`config.mk`:
```
export PLATFORM = sky130hd
export DESIGN_NAME = turbidity_adc_average_to_ntu_top
export DESIGN_NICKNAME = d
export VERILOG_FILES = /design/src/design/tadc_pkg.sv /design/src/design/turbidity_adc_average_to_ntu_top.sv
export SDC_FILE = /design/constraint.sdc
export NUM_CORES = 1
export LEC_CHECK = 0
export BUFFER_PORTS_ARGS = -buffer_cell sky130_fd_sc_hd__buf_2
export CORE_UTILIZATION = 45
export CTS_CLUSTER_DIAMETER = 60
export CTS_CLUSTER_SIZE = 24
export DETAILED_ROUTE_END_ITERATION = 8
export GPL_ROUTABILITY_DRIVEN = 1
export HOLD_SLACK_MARGIN = 0.02
export PLACE_DENSITY_LB_ADDON = 0.1
export SYNTH_ARGS = -nofsm -noshare
export SYNTH_HDL_FRONTEND = slang
export SYNTH_SLANG_ARGS = --single-unit
```
`constraint.sdc`:
```
create_clock -name clk -period 7.1 [get_ports clk]
set_input_delay 0.71 -clock clk [delete_from_list [all_inputs] [get_ports clk]]
set_output_delay 0.71 -clock clk [all_outputs]
set_load 0.03 [all_outputs]
```
`src/design/tadc_pkg.sv`:
```
// ----------------------------------------------------------------------------
// tadc_pkg
// Types and constants shared by the turbidity averaging and scaling block.
// ----------------------------------------------------------------------------
package tadc_pkg;

  typedef struct packed {
    logic [11:0] sample;
    logic        sample_ok;
  } in_item_t;

  typedef struct packed {
    logic [11:0] raw_average;
    logic [12:0] vout_mv;
    logic [9:0]  ntu;
    logic        sat_warn;
    logic        log_tick;
  } out_item_t;

  // configuration register indexes
  localparam logic [2:0] CFG_ENABLE     = 3'd0;
  localparam logic [2:0] CFG_SAT_HIGH   = 3'd1;
  localparam logic [2:0] CFG_SAT_LOW    = 3'd2;
  localparam logic [2:0] CFG_WARN_RUN   = 3'd3;
  localparam logic [2:0] CFG_LOG_PERIOD = 3'd4;

  localparam logic [11:0] RST_SAT_HIGH   = 12'd4080;
  localparam logic [11:0] RST_SAT_LOW    = 12'd15;
  localparam logic [15:0] RST_WARN_RUN   = 16'd20;
  localparam logic [7:0]  RST_LOG_PERIOD = 8'd30;

  // serial divider geometry
  localparam int unsigned DIV_W   = 26;
  localparam int unsigned DSR_W   = 13;
  localparam int unsigned SUM_W   = 15;
  localparam int unsigned NTU_DW  = 23;
  localparam int unsigned ITER_W  = 5;

  // scaling constants, full scale 4095 codes = 4.5 V
  localparam logic [13:0] VMV_GAIN      = 14'd9000;
  localparam logic [11:0] NTU_GAIN      = 12'd2250;
  localparam logic [11:0] ROUND_ADD     = 12'd4095;
  localparam logic [12:0] SCALE_DIVISOR = 13'd8190;
  localparam logic [11:0] FULL_SCALE    = 12'd4095;
  localparam logic [11:0] NTU_RAW_FLOOR = 12'd455;
  localparam logic [12:0] VMV_MIN       = 13'd500;
  localparam logic [12:0] VMV_MAX       = 13'd4500;
  localparam logic [9:0]  NTU_MAX       = 10'd1000;
  localparam logic [15:0] RUN_MAX       = 16'hFFFF;

  typedef enum logic [2:0] {
    ST_IDLE,
    ST_DIV_AVG,
    ST_SCALE,
    ST_DIV_VMV,
    ST_LOAD_NTU,
    ST_DIV_NTU,
    ST_DONE
  } state_t;

endpackage

```
`src/design/turbidity_adc_average_to_ntu_top.sv`:
```
// ----------------------------------------------------------------------------
// turbidity_adc_average_to_ntu_top
// Averages groups of ADC reads and scales the mean to millivolts and NTU.
// ----------------------------------------------------------------------------
//  channel | direction | handshake          | payload
//  --------+-----------+--------------------+---------------------------------
//  in_     | input     | in_valid/in_stall  | in_item_t  (sample, sample_ok)
//  out_    | output    | out_valid/out_stall| out_item_t (average, mV, NTU..)
//  cfg_    | input     | cfg_valid/cfg_ready| cfg_index, cfg_data
//
//  An item that does not close a group is taken without a stall.
//  A closing item with valid reads starts three passes of one restoring
//  divider, one quotient bit a cycle (15 + 26 + 23 steps), with the load
//  and capture states SCALE, LOAD_NTU and DONE; the input stalls till idle.
//  rst_n is synchronous; config is always ready and needs no clearing pass.
//  A stalled result waits in the output register while the block keeps
//  accepting; it only holds off when the next result is finished.
// ----------------------------------------------------------------------------
module turbidity_adc_average_to_ntu_top #(
  parameter int unsigned SAMPLES = 8
) (
  input  logic                 clk,
  input  logic                 rst_n,
  input  logic                 in_valid,
  output logic                 in_stall,
  input  tadc_pkg::in_item_t   in_data,
  output logic                 out_valid,
  input  logic                 out_stall,
  output tadc_pkg::out_item_t  out_data,
  input  logic                 cfg_valid,
  output logic                 cfg_ready,
  input  logic [2:0]           cfg_index,
  input  logic [15:0]          cfg_data
);
  import tadc_pkg::*;

  localparam logic [3:0] GROUP_LEN = 4'(SAMPLES);

  // configuration
  logic        enable_r;
  logic [11:0] sat_high_r;
  logic [11:0] sat_low_r;
  logic [15:0] warn_run_r;
  logic [7:0]  log_period_r;

  // accumulation state
  logic [SUM_W-1:0] sum_r;
  logic [2:0]       pos_r;
  logic [3:0]       cnt_r;
  logic [15:0]      high_run_r;
  logic [15:0]      low_run_r;
  logic [7:0]       phase_r;

  // serial divider
  logic [DIV_W-1:0]  shreg_r;
  logic [DSR_W-1:0]  rem_r;
  logic [DSR_W-1:0]  divisor_r;
  logic [ITER_W-1:0] iter_r;

  logic [11:0] avg_r;
  logic [12:0] vmv_r;
  logic        warn_r;
  logic        tick_r;
  logic        out_valid_r;
  out_item_t   out_data_r;

  state_t state_r, state_nxt;

  logic        in_accept;
  logic        div_run;
  logic        out_load;
  logic        closing;
  logic [SUM_W-1:0] sum_nxt;
  logic [3:0]  cnt_nxt;

  // ---------------------------------------------------------------------------
  // configuration port
  assign cfg_ready = 1'b1;

  always_ff @(posedge clk) begin
    if (!rst_n) begin
      enable_r     <= 1'b0;
      sat_high_r   <= RST_SAT_HIGH;
      sat_low_r    <= RST_SAT_LOW;
      warn_run_r   <= RST_WARN_RUN;
      log_period_r <= RST_LOG_PERIOD;
    end else if (cfg_valid && cfg_ready) begin
      unique case (cfg_index)
        CFG_ENABLE:     enable_r     <= cfg_data[0];
        CFG_SAT_HIGH:   sat_high_r   <= cfg_data[11:0];
        CFG_SAT_LOW:    sat_low_r    <= cfg_data[11:0];
        CFG_WARN_RUN:   warn_run_r   <= cfg_data;
        CFG_LOG_PERIOD: log_period_r <= cfg_data[7:0];
        default: ;
      endcase
    end
  end

  // ---------------------------------------------------------------------------
  // control
  always_comb begin
    state_nxt = state_r;
    unique case (state_r)
      ST_IDLE:     if (in_accept && enable_r && closing && (cnt_nxt != 4'd0))
                     state_nxt = ST_DIV_AVG;
      ST_DIV_AVG:  if (iter_r == ITER_W'(1)) state_nxt = ST_SCALE;
      ST_SCALE:    state_nxt = ST_DIV_VMV;
      ST_DIV_VMV:  if (iter_r == ITER_W'(1)) state_nxt = ST_LOAD_NTU;
      ST_LOAD_NTU: state_nxt = ST_DIV_NTU;
      ST_DIV_NTU:  if (iter_r == ITER_W'(1)) state_nxt = ST_DONE;
      ST_DONE:     if (!out_valid_r || !out_stall) state_nxt = ST_IDLE;
      default:     state_nxt = ST_IDLE;
    endcase
  end

  always_comb begin
    in_stall = 1'b1;
    div_run  = 1'b0;
    out_load = 1'b0;
    unique case (state_r)
      ST_IDLE:    in_stall = 1'b0;
      ST_DIV_AVG, ST_DIV_VMV, ST_DIV_NTU: div_run = 1'b1;
      ST_DONE:    out_load = !out_valid_r || !out_stall;
      default: ;
    endcase
  end

  always_ff @(posedge clk) begin
    if (!rst_n) state_r <= ST_IDLE;
    else        state_r <= state_nxt;
  end

  assign in_accept = in_valid && !in_stall;

  // ---------------------------------------------------------------------------
  // group accumulation
  assign sum_nxt = in_data.sample_ok ? sum_r + SUM_W'(in_data.sample) : sum_r;
  assign cnt_nxt = in_data.sample_ok ? cnt_r + 4'd1 : cnt_r;
  assign closing = ({1'b0, pos_r} + 4'd1) >= GROUP_LEN;

  always_ff @(posedge clk) begin
    if (!rst_n) begin
      sum_r <= '0;
      pos_r <= '0;
      cnt_r <= '0;
    end else if (in_accept && enable_r) begin
      if (closing) begin
        sum_r <= '0;
        pos_r <= '0;
        cnt_r <= '0;
      end else begin
        sum_r <= sum_nxt;
        pos_r <= pos_r + 3'd1;
        cnt_r <= cnt_nxt;
      end
    end
  end

  // ---------------------------------------------------------------------------
  // restoring divider step, dividend msb-first out of shreg, quotient in at lsb
  logic [DSR_W:0]   trial;
  logic             trial_ge;
  logic [DSR_W:0]   trial_diff;

  assign trial      = {rem_r, shreg_r[DIV_W-1]};
  assign trial_ge   = trial >= {1'b0, divisor_r};
  assign trial_diff = trial - {1'b0, divisor_r};

  // saturation runs and log phase, evaluated on the fresh average
  logic [11:0] avg_q;
  logic        hit_high, hit_low;
  logic [15:0] high_run_nxt, low_run_nxt;
  logic [7:0]  phase_inc;
  logic        tick_nxt;

  assign avg_q    = shreg_r[11:0];
  assign hit_high = avg_q >= sat_high_r;
  assign hit_low  = avg_q <= sat_low_r;
  assign high_run_nxt = !hit_high ? 16'd0 :
                        (high_run_r == RUN_MAX) ? RUN_MAX : high_run_r + 16'd1;
  assign low_run_nxt  = !hit_low ? 16'd0 :
                        (low_run_r == RUN_MAX) ? RUN_MAX : low_run_r + 16'd1;
  assign phase_inc = phase_r + 8'd1;
  assign tick_nxt  = phase_inc >= log_period_r;

  // scaling products, each from a register and registered into the divider
  logic [DIV_W-1:0]  vmv_dividend;
  logic [11:0]       ntu_raw;
  logic [11:0]       ntu_span;
  logic [NTU_DW-1:0] ntu_dividend;
  logic [12:0]       vmv_q;
  logic [12:0]       vmv_clamped;
  logic [9:0]        ntu_clamped;

  assign vmv_dividend = DIV_W'(avg_q) * DIV_W'(VMV_GAIN) + DIV_W'(ROUND_ADD);
  assign ntu_raw      = (avg_r < NTU_RAW_FLOOR) ? NTU_RAW_FLOOR : avg_r;
  assign ntu_span     = FULL_SCALE - ntu_raw;
  assign ntu_dividend = NTU_DW'(ntu_span) * NTU_DW'(NTU_GAIN) + NTU_DW'(ROUND_ADD);

  assign vmv_q       = shreg_r[12:0];
  assign vmv_clamped = (vmv_q < VMV_MIN) ? VMV_MIN :
                       (vmv_q > VMV_MAX) ? VMV_MAX : vmv_q;
  assign ntu_clamped = (shreg_r[NTU_DW-1:0] > NTU_DW'(NTU_MAX)) ? NTU_MAX :
                       shreg_r[9:0];

  always_ff @(posedge clk) begin
    if (!rst_n) begin
      high_run_r <= '0;
      low_run_r  <= '0;
      phase_r    <= '0;
      iter_r     <= '0;
    end else begin
      if (state_r == ST_IDLE && state_nxt == ST_DIV_AVG) begin
        iter_r <= ITER_W'(SUM_W);
      end else if (state_r == ST_SCALE) begin
        iter_r     <= ITER_W'(DIV_W);
        high_run_r <= high_run_nxt;
        low_run_r  <= low_run_nxt;
        phase_r    <= tick_nxt ? 8'd0 : phase_inc;
      end else if (state_r == ST_LOAD_NTU) begin
        iter_r <= ITER_W'(NTU_DW);
      end else if (div_run) begin
        iter_r <= iter_r - ITER_W'(1);
      end
    end
  end

  // divider and result payload, no reset needed
  always_ff @(posedge clk) begin
    if (state_r == ST_IDLE) begin
      shreg_r   <= {sum_nxt, (DIV_W - SUM_W)'(0)};
      rem_r     <= '0;
      divisor_r <= DSR_W'(cnt_nxt);
    end else if (state_r == ST_SCALE) begin
      avg_r     <= avg_q;
      warn_r    <= (high_run_nxt == warn_run_r) || (low_run_nxt == warn_run_r);
      tick_r    <= tick_nxt;
      shreg_r   <= vmv_dividend;
      rem_r     <= '0;
      divisor_r <= SCALE_DIVISOR;
    end else if (state_r == ST_LOAD_NTU) begin
      vmv_r     <= vmv_clamped;
      shreg_r   <= {ntu_dividend, (DIV_W - NTU_DW)'(0)};
      rem_r     <= '0;
      divisor_r <= SCALE_DIVISOR;
    end else if (div_run) begin
      shreg_r <= {shreg_r[DIV_W-2:0], trial_ge};
      rem_r   <= trial_ge ? trial_diff[DSR_W-1:0] : trial[DSR_W-1:0];
    end
  end

  // ---------------------------------------------------------------------------
  // output register
  always_ff @(posedge clk) begin
    if (!rst_n) begin
      out_valid_r <= 1'b0;
    end else if (out_load) begin
      out_valid_r <= 1'b1;
    end else if (!out_stall) begin
      out_valid_r <= 1'b0;
    end
  end

  always_ff @(posedge clk) begin
    if (out_load) begin
      out_data_r.raw_average <= avg_r;
      out_data_r.vout_mv     <= vmv_r;
      out_data_r.ntu         <= ntu_clamped;
      out_data_r.sat_warn    <= warn_r;
      out_data_r.log_tick    <= tick_r;
    end
  end

  assign out_valid = out_valid_r;
  assign out_data  = out_data_r;

  // ---------------------------------------------------------------------------
  // checks
  a_result_from_done: assert property (@(posedge clk) disable iff (!rst_n)
    $rose(out_valid_r) |-> $past(state_r) == ST_DONE)
    else $error("result raised outside the done state");

  a_div_count_live: assert property (@(posedge clk) disable iff (!rst_n)
    (state_r == ST_DIV_AVG || state_r == ST_DIV_VMV || state_r == ST_DIV_NTU)
      |-> iter_r != '0)
    else $error("divider running with an exhausted step count");

  a_vmv_range: assert property (@(posedge clk) disable iff (!rst_n)
    out_valid_r |-> (out_data_r.vout_mv >= VMV_MIN && out_data_r.vout_mv <= VMV_MAX
                     && out_data_r.ntu <= NTU_MAX))
    else $error("scaled result out of range");

  a_group_pos: assert property (@(posedge clk) disable iff (!rst_n)
    {1'b0, pos_r} < GROUP_LEN)
    else $error("group position beyond group length");

endmodule
```
==> results of run 1 <==
==> per-stage QoR <==
| step | setup slack [ns] | hold slack, ns |
|---|---|---|
| 6_report | 0.496 | 0.376 |
| 5_1_grt | 0.0268 | 0.371 |
| 4_1_cts | 0.329 | 0.351 |
| 3_5_place_dp | 0.375 | 0.406 |
| 3_3_place_gp | 0.571 | 0.401 |
| 2_1_floorplan | 0.942 | 0.400 |
==> layer usage <==
metal  part of all wire [%]  vias up  GRT usage, %
met5                      0        -             0
met4                    4.2        0          9.48
met3                    4.6       96          3.11
met2                     46      337          39.3
met1                     45     7096          30.0
li1                       -     7526             -
==> layout make-up <==
type	instances	area, µm²	share of cell area [%]
Multi-Input combinational cell	1564	11500	58.0
Timing Repair Buffer	95	526	2.65
Sequential cell	228	5400	27.2
Tap cell	525	657	3.31
Inverter	212	796	4.01
Clock buffer	28	701	3.53
Clock inverter	21	272	1.37
==> flip-flops by register name (all words and copies together) (netlist names), 13 cells and up <==
| signal | count |
|---|---|
| out_data | 37 |
| low_run_r | 16 |
| vmv_r | 13 |
| warn_run_r | 16 |
| shreg_r | 26 |
| sum_r | 15 |
| rem_r | 13 |
| high_run_r | 16 |
==> worst paths after layout <==
kind                                from                          end  cells past startpoint
hold reg to reg   vmv_r[2]$_SDFFCE_PP1P_       out_data[14]$_DFFE_PP_                      0
hold / removal              cfg_data[12]  warn_run_r[12]$_SDFFE_PN0P_                      3
setup reg to reg     avg_r[10]$_DFFE_PP_        shreg_r[25]$_DFFE_PP_                     25
setup / recovery     avg_r[10]$_DFFE_PP_        shreg_r[25]$_DFFE_PP_                     25
==> power groups by stage <==
stage	combinational, mW	sequential [mW]	clock, mW
3_3_place_gp	0.139	1.40	0
6_report	0.141	1.37	1.48
3_5_place_dp	0.142	1.40	0
4_1_cts	0.143	1.37	1.52
2_1_floorplan	0.0973	1.39	0
5_1_grt	0.158	1.37	1.57
==> worst max-delay path, stage by stage (launching register included) <==
cell and delay (ns):
edfxtp_1 0.41, inv_1 0.10, ha_1 0.15, inv_1 0.08, or3_1 0.50, nand2b_1 0.18, inv_1 0.11, ha_1 0.31
ha_1 0.28, inv_1 0.06, fa_1 0.53, inv_1 0.06, fa_1 0.53, inv_1 0.06, fa_1 0.53, inv_1 0.04
ha_1 0.23, or3_1 0.35, o22a_1 0.19, xor2_1 0.30, nand4b_1 0.34, nor4_4 0.34, nand4_1 0.15, xnor2_1 0.15
a221oi_1 0.27, a21oi_1 0.12
==> timing repair <==
item | 4_1_cts | 5_1_grt
setup buffers | 0 | 0
endpoints found under the setup margin | 0 | 3
gates resized for setup | 0 | 4
==> cells by family after synthesis <==
logic type                 share of synthesized area, %
and+or+nand+nor                                    17.0
AOI/OAI and AO/OA                                  18.3
buffers and inverters                              6.51
adders and majority gates                          21.2
muxes                                              1.16
other                                            0.0208
xor gates and xnor gates                           5.96
DFF                                                29.9
==> cells in the final DEF, fill, tap and decap left out, types with 21 or more instances in the layout <==
master | synthesis | routed
ha_1 | 235 | 235
a31oi_1 | 21 | 21
inv_1 | 210 | 209
xor2_1 | 42 | 42
nand2_1 | 210 | 210
nor3_1 | 56 | 56
nor2_1 | 139 | 138
mux2i_1 | 21 | 21
and2_1 | 23 | 23
a21o_1 | 30 | 30
clkbuf_16 | 0 | 28
a21oi_1 | 160 | 160
nand3_1 | 65 | 65
fa_1 | 44 | 44
o211ai_1 | 32 | 32
edfxtp_1 | 83 | 83
and3_1 | 26 | 25
xnor2_1 | 79 | 79
o21ai_0 | 85 | 84
dfxtp_1 | 145 | 145
buf_2 | 7 | 75
==> synth_stat cells (14+ instances only) <==
cell	instances
nor2_1	139
nor2b_1	15
xor2_1	42
dfxtp_1	145
edfxtp_1	83
a21o_1	30
nand4_1	18
nor3_1	56
nand3_1	65
a21oi_1	160
inv_1	210
a211oi_1	14
clkbuf_1	64
fa_1	44
and3_1	26
and2_1	23
mux2i_1	21
o211ai_1	32
o21ai_0	85
nand2_1	210
a31oi_1	21
a21boi_0	15
xnor2_1	79
ha_1	235
==> metrics.txt, run 1 <==
asr flop ratio synth=0%; final hold viol count=0; Comb power frac=4.7%; # setup viols final=0; fraction of layout cells with a size suffix above 1=8.01%; Die W=between 200 and 250 µm; Final Max Tran Viols=0; Layout Area Growth over Synthesis=9.95%; core footprint=a little under 40000 µm²; EDFF count, synth=between 80 and 90; Clock Power Share=approximately 50%; Synth Flop Type=dfxtp_1; Power, Total=about 3.0 mW; Routed Antenna Nets=0; flop-to-flop setup slack=between 0.4 and 0.5 ns; Clk pin slew, worst setup/hold paths=0.07 ns; Synth Instances=2087; sequential area share after synthesis=29.9%; status=complete, no violations; routed length per instance=17.6 µm; crit path DAT=a little under 7 ns; WL final=47000 µm; library cells used by synthesis=88; Die Span Y=202 µm; Yosys reg bits=~230; Yosys top cell area share=between 15 and 20%; Num CTS Buffers=27; Final Cell Area=just under 20000 µm²; Flop pwr share=a little under half; initial antenna violation count=0; Max VDD drop=around 0.00017 V; drt first-iter violations=roughly 630; CTS Hold Bufs=0; Switching Share=between 20% and 30%; post-DR vias/cell=approximately 5.6; synthesized area=18100 µm²; Root Driver=clkbuf_16; internal power=between 2 and 2.5 mW; CP Class=reg2reg; Finished Layout Cells=between 2000 and 3000; Warnings, synthesis=0; Slew @ Worst Pin=roughly 1.2 ns; placed cell count=approximately 2600; RSZ-0062 raised after global routing=false; net load switching power=roughly 0.8 mW; power per cell area=151 nW/µm²; Syn Nets=between 2000 and 2500; Final Util=between 50% and 60%; vias in the first global route=15000; clk buf depth=3; first-pass GRT wire length=between 70000 and 80000 µm; Initial Util=a little under half; post-synth top area cell=ha_1; Area after DPL=18900 µm²; Hold Crit Class=in2reg; Setup Skew=about 0.016 ns; Crit. End Element=flop; GPL Wtd Cong=about 0.84; Die Area=40900 µm²; Total Nets Final=between 2000 and 2500; router iterations before antenna repair=5; Peak Freq=roughly 0.15 GHz; filler cell count=roughly 3800; Syn Area/Cell=around 8.7 µm²; CP Max Fanout=7; DRC=0; GRT Util Overall=23.3%; Leakage=about 9 nW; largest net degree at the start of global routing=52; Slew HR=22.5%; CTS tree=yes; GR Overflow Total=0; clk sinks=roughly 230; # port buffers=75; # diodes=0; number of I/O pins=77; worst skew pair latency=0.56 ns; Setup TNS Final=0 ns; H-tree Lvls=1; Tcrit/Tclk final=93.0%; Worst Path Required=between 7 and 8 ns; # rows=73; Worst Setup Start Kind=flop; number of max-cap violations=0; min Tclk post-route=around 6.6 ns; post-DP HPWL=around 35000 µm; Synth area leaders=ha_1, dfxtp_1, edfxtp_1; routed vias=roughly 15000
No activity file was read; power rests on OpenSTA's default activity.
==> run 2, diff against run 1 <==
CORE_ASPECT_RATIO = 0.7   (was default)
==> metrics.txt, run 2 (synthesized netlist as in run 1, its figures left out) <==
CP Class=reg2reg (unchanged); Hold Crit Class=in2reg (unchanged); Num CTS Buffers=25 (was 27); Final Max Tran Viols=0 (unchanged); clk buf depth=3 (unchanged); met1 Resource Use GR=38.2% (was 30.0%); Slew HR=25.6% (was 22.5%); Setup Skew=0.0227 ns (was 0.0160 ns); Leakage=8.82 nW (was 8.84 nW); busiest grt layer=met1 (was met2); Die Area=40900 µm² (about the same); filler cell count=3680 (was 3780); Slew @ Worst Pin=1.12 ns (was 1.16 ns); Layout Area Growth over Synthesis=9.69% (was 9.95%); CP Max Fanout=7 (unchanged); Finished Layout Cells=2678 (was 2673); clk sinks=228 (unchanged); Root Driver=clkbuf_16 (unchanged); fraction of layout cells with a size suffix above 1=8.14% (was 8.01%); Total Nets Final=2448 (was 2444); final hold viol count=0 (unchanged); Worst Path Required=7.39 ns (was 7.40 ns); met2 usage=35.0% (was 39.3%); commonest non-fill, non-tap cell in the layout=ha_1 (unchanged); Clk pin slew, worst setup/hold paths=0.08 ns (was 0.07 ns); Peak Freq=0.153 GHz (was 0.151 GHz); max reg flops=37 (unchanged); initial antenna violation count=2 (was 0); WL final=49700 µm (was 47000 µm); Routed Antenna Nets=0 (unchanged); H-tree Lvls=1 (unchanged); post-DR vias/cell=5.69 (was 5.63); CTS tree=yes (unchanged); GRT Util Overall=24.5% (was 23.3%); routed length per instance=18.6 µm (was 17.6 µm); # port buffers=75 (unchanged); first-pass GRT wire length=79000 µm (was 77200 µm); # setup viols final=0 (unchanged); status=complete, no violations (unchanged); Die Span Y=170 µm (was 202 µm); Worst Setup Start Kind=flop (unchanged); RSZ-0062 raised after global routing=false (unchanged); number of I/O pins=77 (unchanged); Die W=241 µm (was 202 µm); DRC=0 (unchanged); Max VDD drop=0.000184 V (was 0.000168 V); worst skew pair latency=0.55 ns (was 0.56 ns); # rows=60 (was 73); placed cell count=2632 (was 2624); commonest non-fill, non-tap cells in the layout=ha_1, nand2_1, inv_1 (unchanged); power per cell area=148 nW/µm² (was 151 nW/µm²); number of max-cap violations=0 (unchanged); Crit. End Element=flop (unchanged); grt met3 use=3.92% (was 3.11%); vias in the first global route=14200 (was 15000); Setup TNS Final=0 ns (unchanged); router iterations before antenna repair=5 (unchanged); Initial Util=46.3% (was 45.5%); routed vias=15300 (was 15100); CTS Hold Bufs=0 (unchanged); post-DP HPWL=37300 µm (was 34700 µm); Tcrit/Tclk final=92.1% (was 93.0%); GR Overflow Total=0 (unchanged); min Tclk post-route=6.54 ns (was 6.60 ns); crit path DAT=6.83 ns (was 6.91 ns); core footprint=39000 µm² (was 39600 µm²); largest net degree at the start of global routing=52 (unchanged); drt first-iter violations=1363 (was 634); GPL Wtd Cong=0.869 (was 0.835)
run 2: area by class of cell:
type / instances / area [µm²] / share of cell area [%]
well taps: 527 / 659 / 3.33
clock inverters: 20 / 250 / 1.26
clock buffers: 25 / 626 / 3.16
flip-flops and latches: 228 / 5400 / 27.2
inverters: 212 / 796 / 4.02
diodes: 1 / 2.50 / 0.0126
multi-input cells: 1564 / 11500 / 58.1
repair buffers: 101 / 571 / 2.88
run 2: worst paths after layout:
kind	startpoint	endpoint	slack [ns]	cells after the start
min	cfg_data[15]	warn_run_r[15]$_SDFFE_PN0P_	0.40	3
min reg2reg	vmv_r[11]$_SDFFCE_PP0P_	out_data[23]$_DFFE_PP_	0.42	0
max reg2reg	avg_r[10]$_DFFE_PP_	shreg_r[25]$_DFFE_PP_	0.56	25
max	avg_r[10]$_DFFE_PP_	shreg_r[25]$_DFFE_PP_	0.56	25
run 2: per-stage QoR:
step	area, µm²	hold WS, ns	utilization, %	setup slack, ns	power (mW)
floorplan	18100	0.400	-	0.942	1.49
global placement	18900	0.403	48.5	0.498	1.54
detailed placement	18900	0.405	48.5	0.401	1.55
CTS	19800	0.371	50.8	0.385	2.97
global route	19800	0.382	50.8	0.104	3.04
finish	19800	0.395	50.8	0.558	2.94
run 2: power by group:
group	leakage (nW)	switching [mW]	internal, mW
clock network	0.422	0.661	0.760
registers	1.96	0.0120	1.36
logic	6.45	0.0951	0.0537
total	8.82	0.768	2.17
run 2: metal layers:
metal / up-vias / share of wire (%)
li1: 7504 / -
met1: 7260 / 52
met2: 428 / 39
met3: 57 / 6.6
met4: 2 / 1.7
met5: - / 0.024
run 2: repair_timing:
| action | in CTS | in global routing |
|---|---|---|
| buffers inserted | 0 | 0 |
| hold endpoints to repair | 0 | 0 |
| gates resized for setup | 0 | 3 |
| setup endpoints to repair | 0 | 3 |
run 2: worst max-delay path, stage by stage (launching register included):
cell and delay [ns]:
edfxtp_1 0.41, inv_1 0.10, ha_1 0.14, inv_1 0.09
or3_4 0.45, nand2b_1 0.14, inv_1 0.11, ha_1 0.30
ha_1 0.28, inv_1 0.06, fa_1 0.53, inv_1 0.06
fa_1 0.53, inv_1 0.06, fa_1 0.54, inv_1 0.04
ha_1 0.24, or3_1 0.37, o22a_1 0.19, xor2_1 0.31
nand4b_1 0.34, nor4_4 0.34, nand4_1 0.15, xnor2_1 0.16
a221oi_1 0.24, a21oi_1 0.11
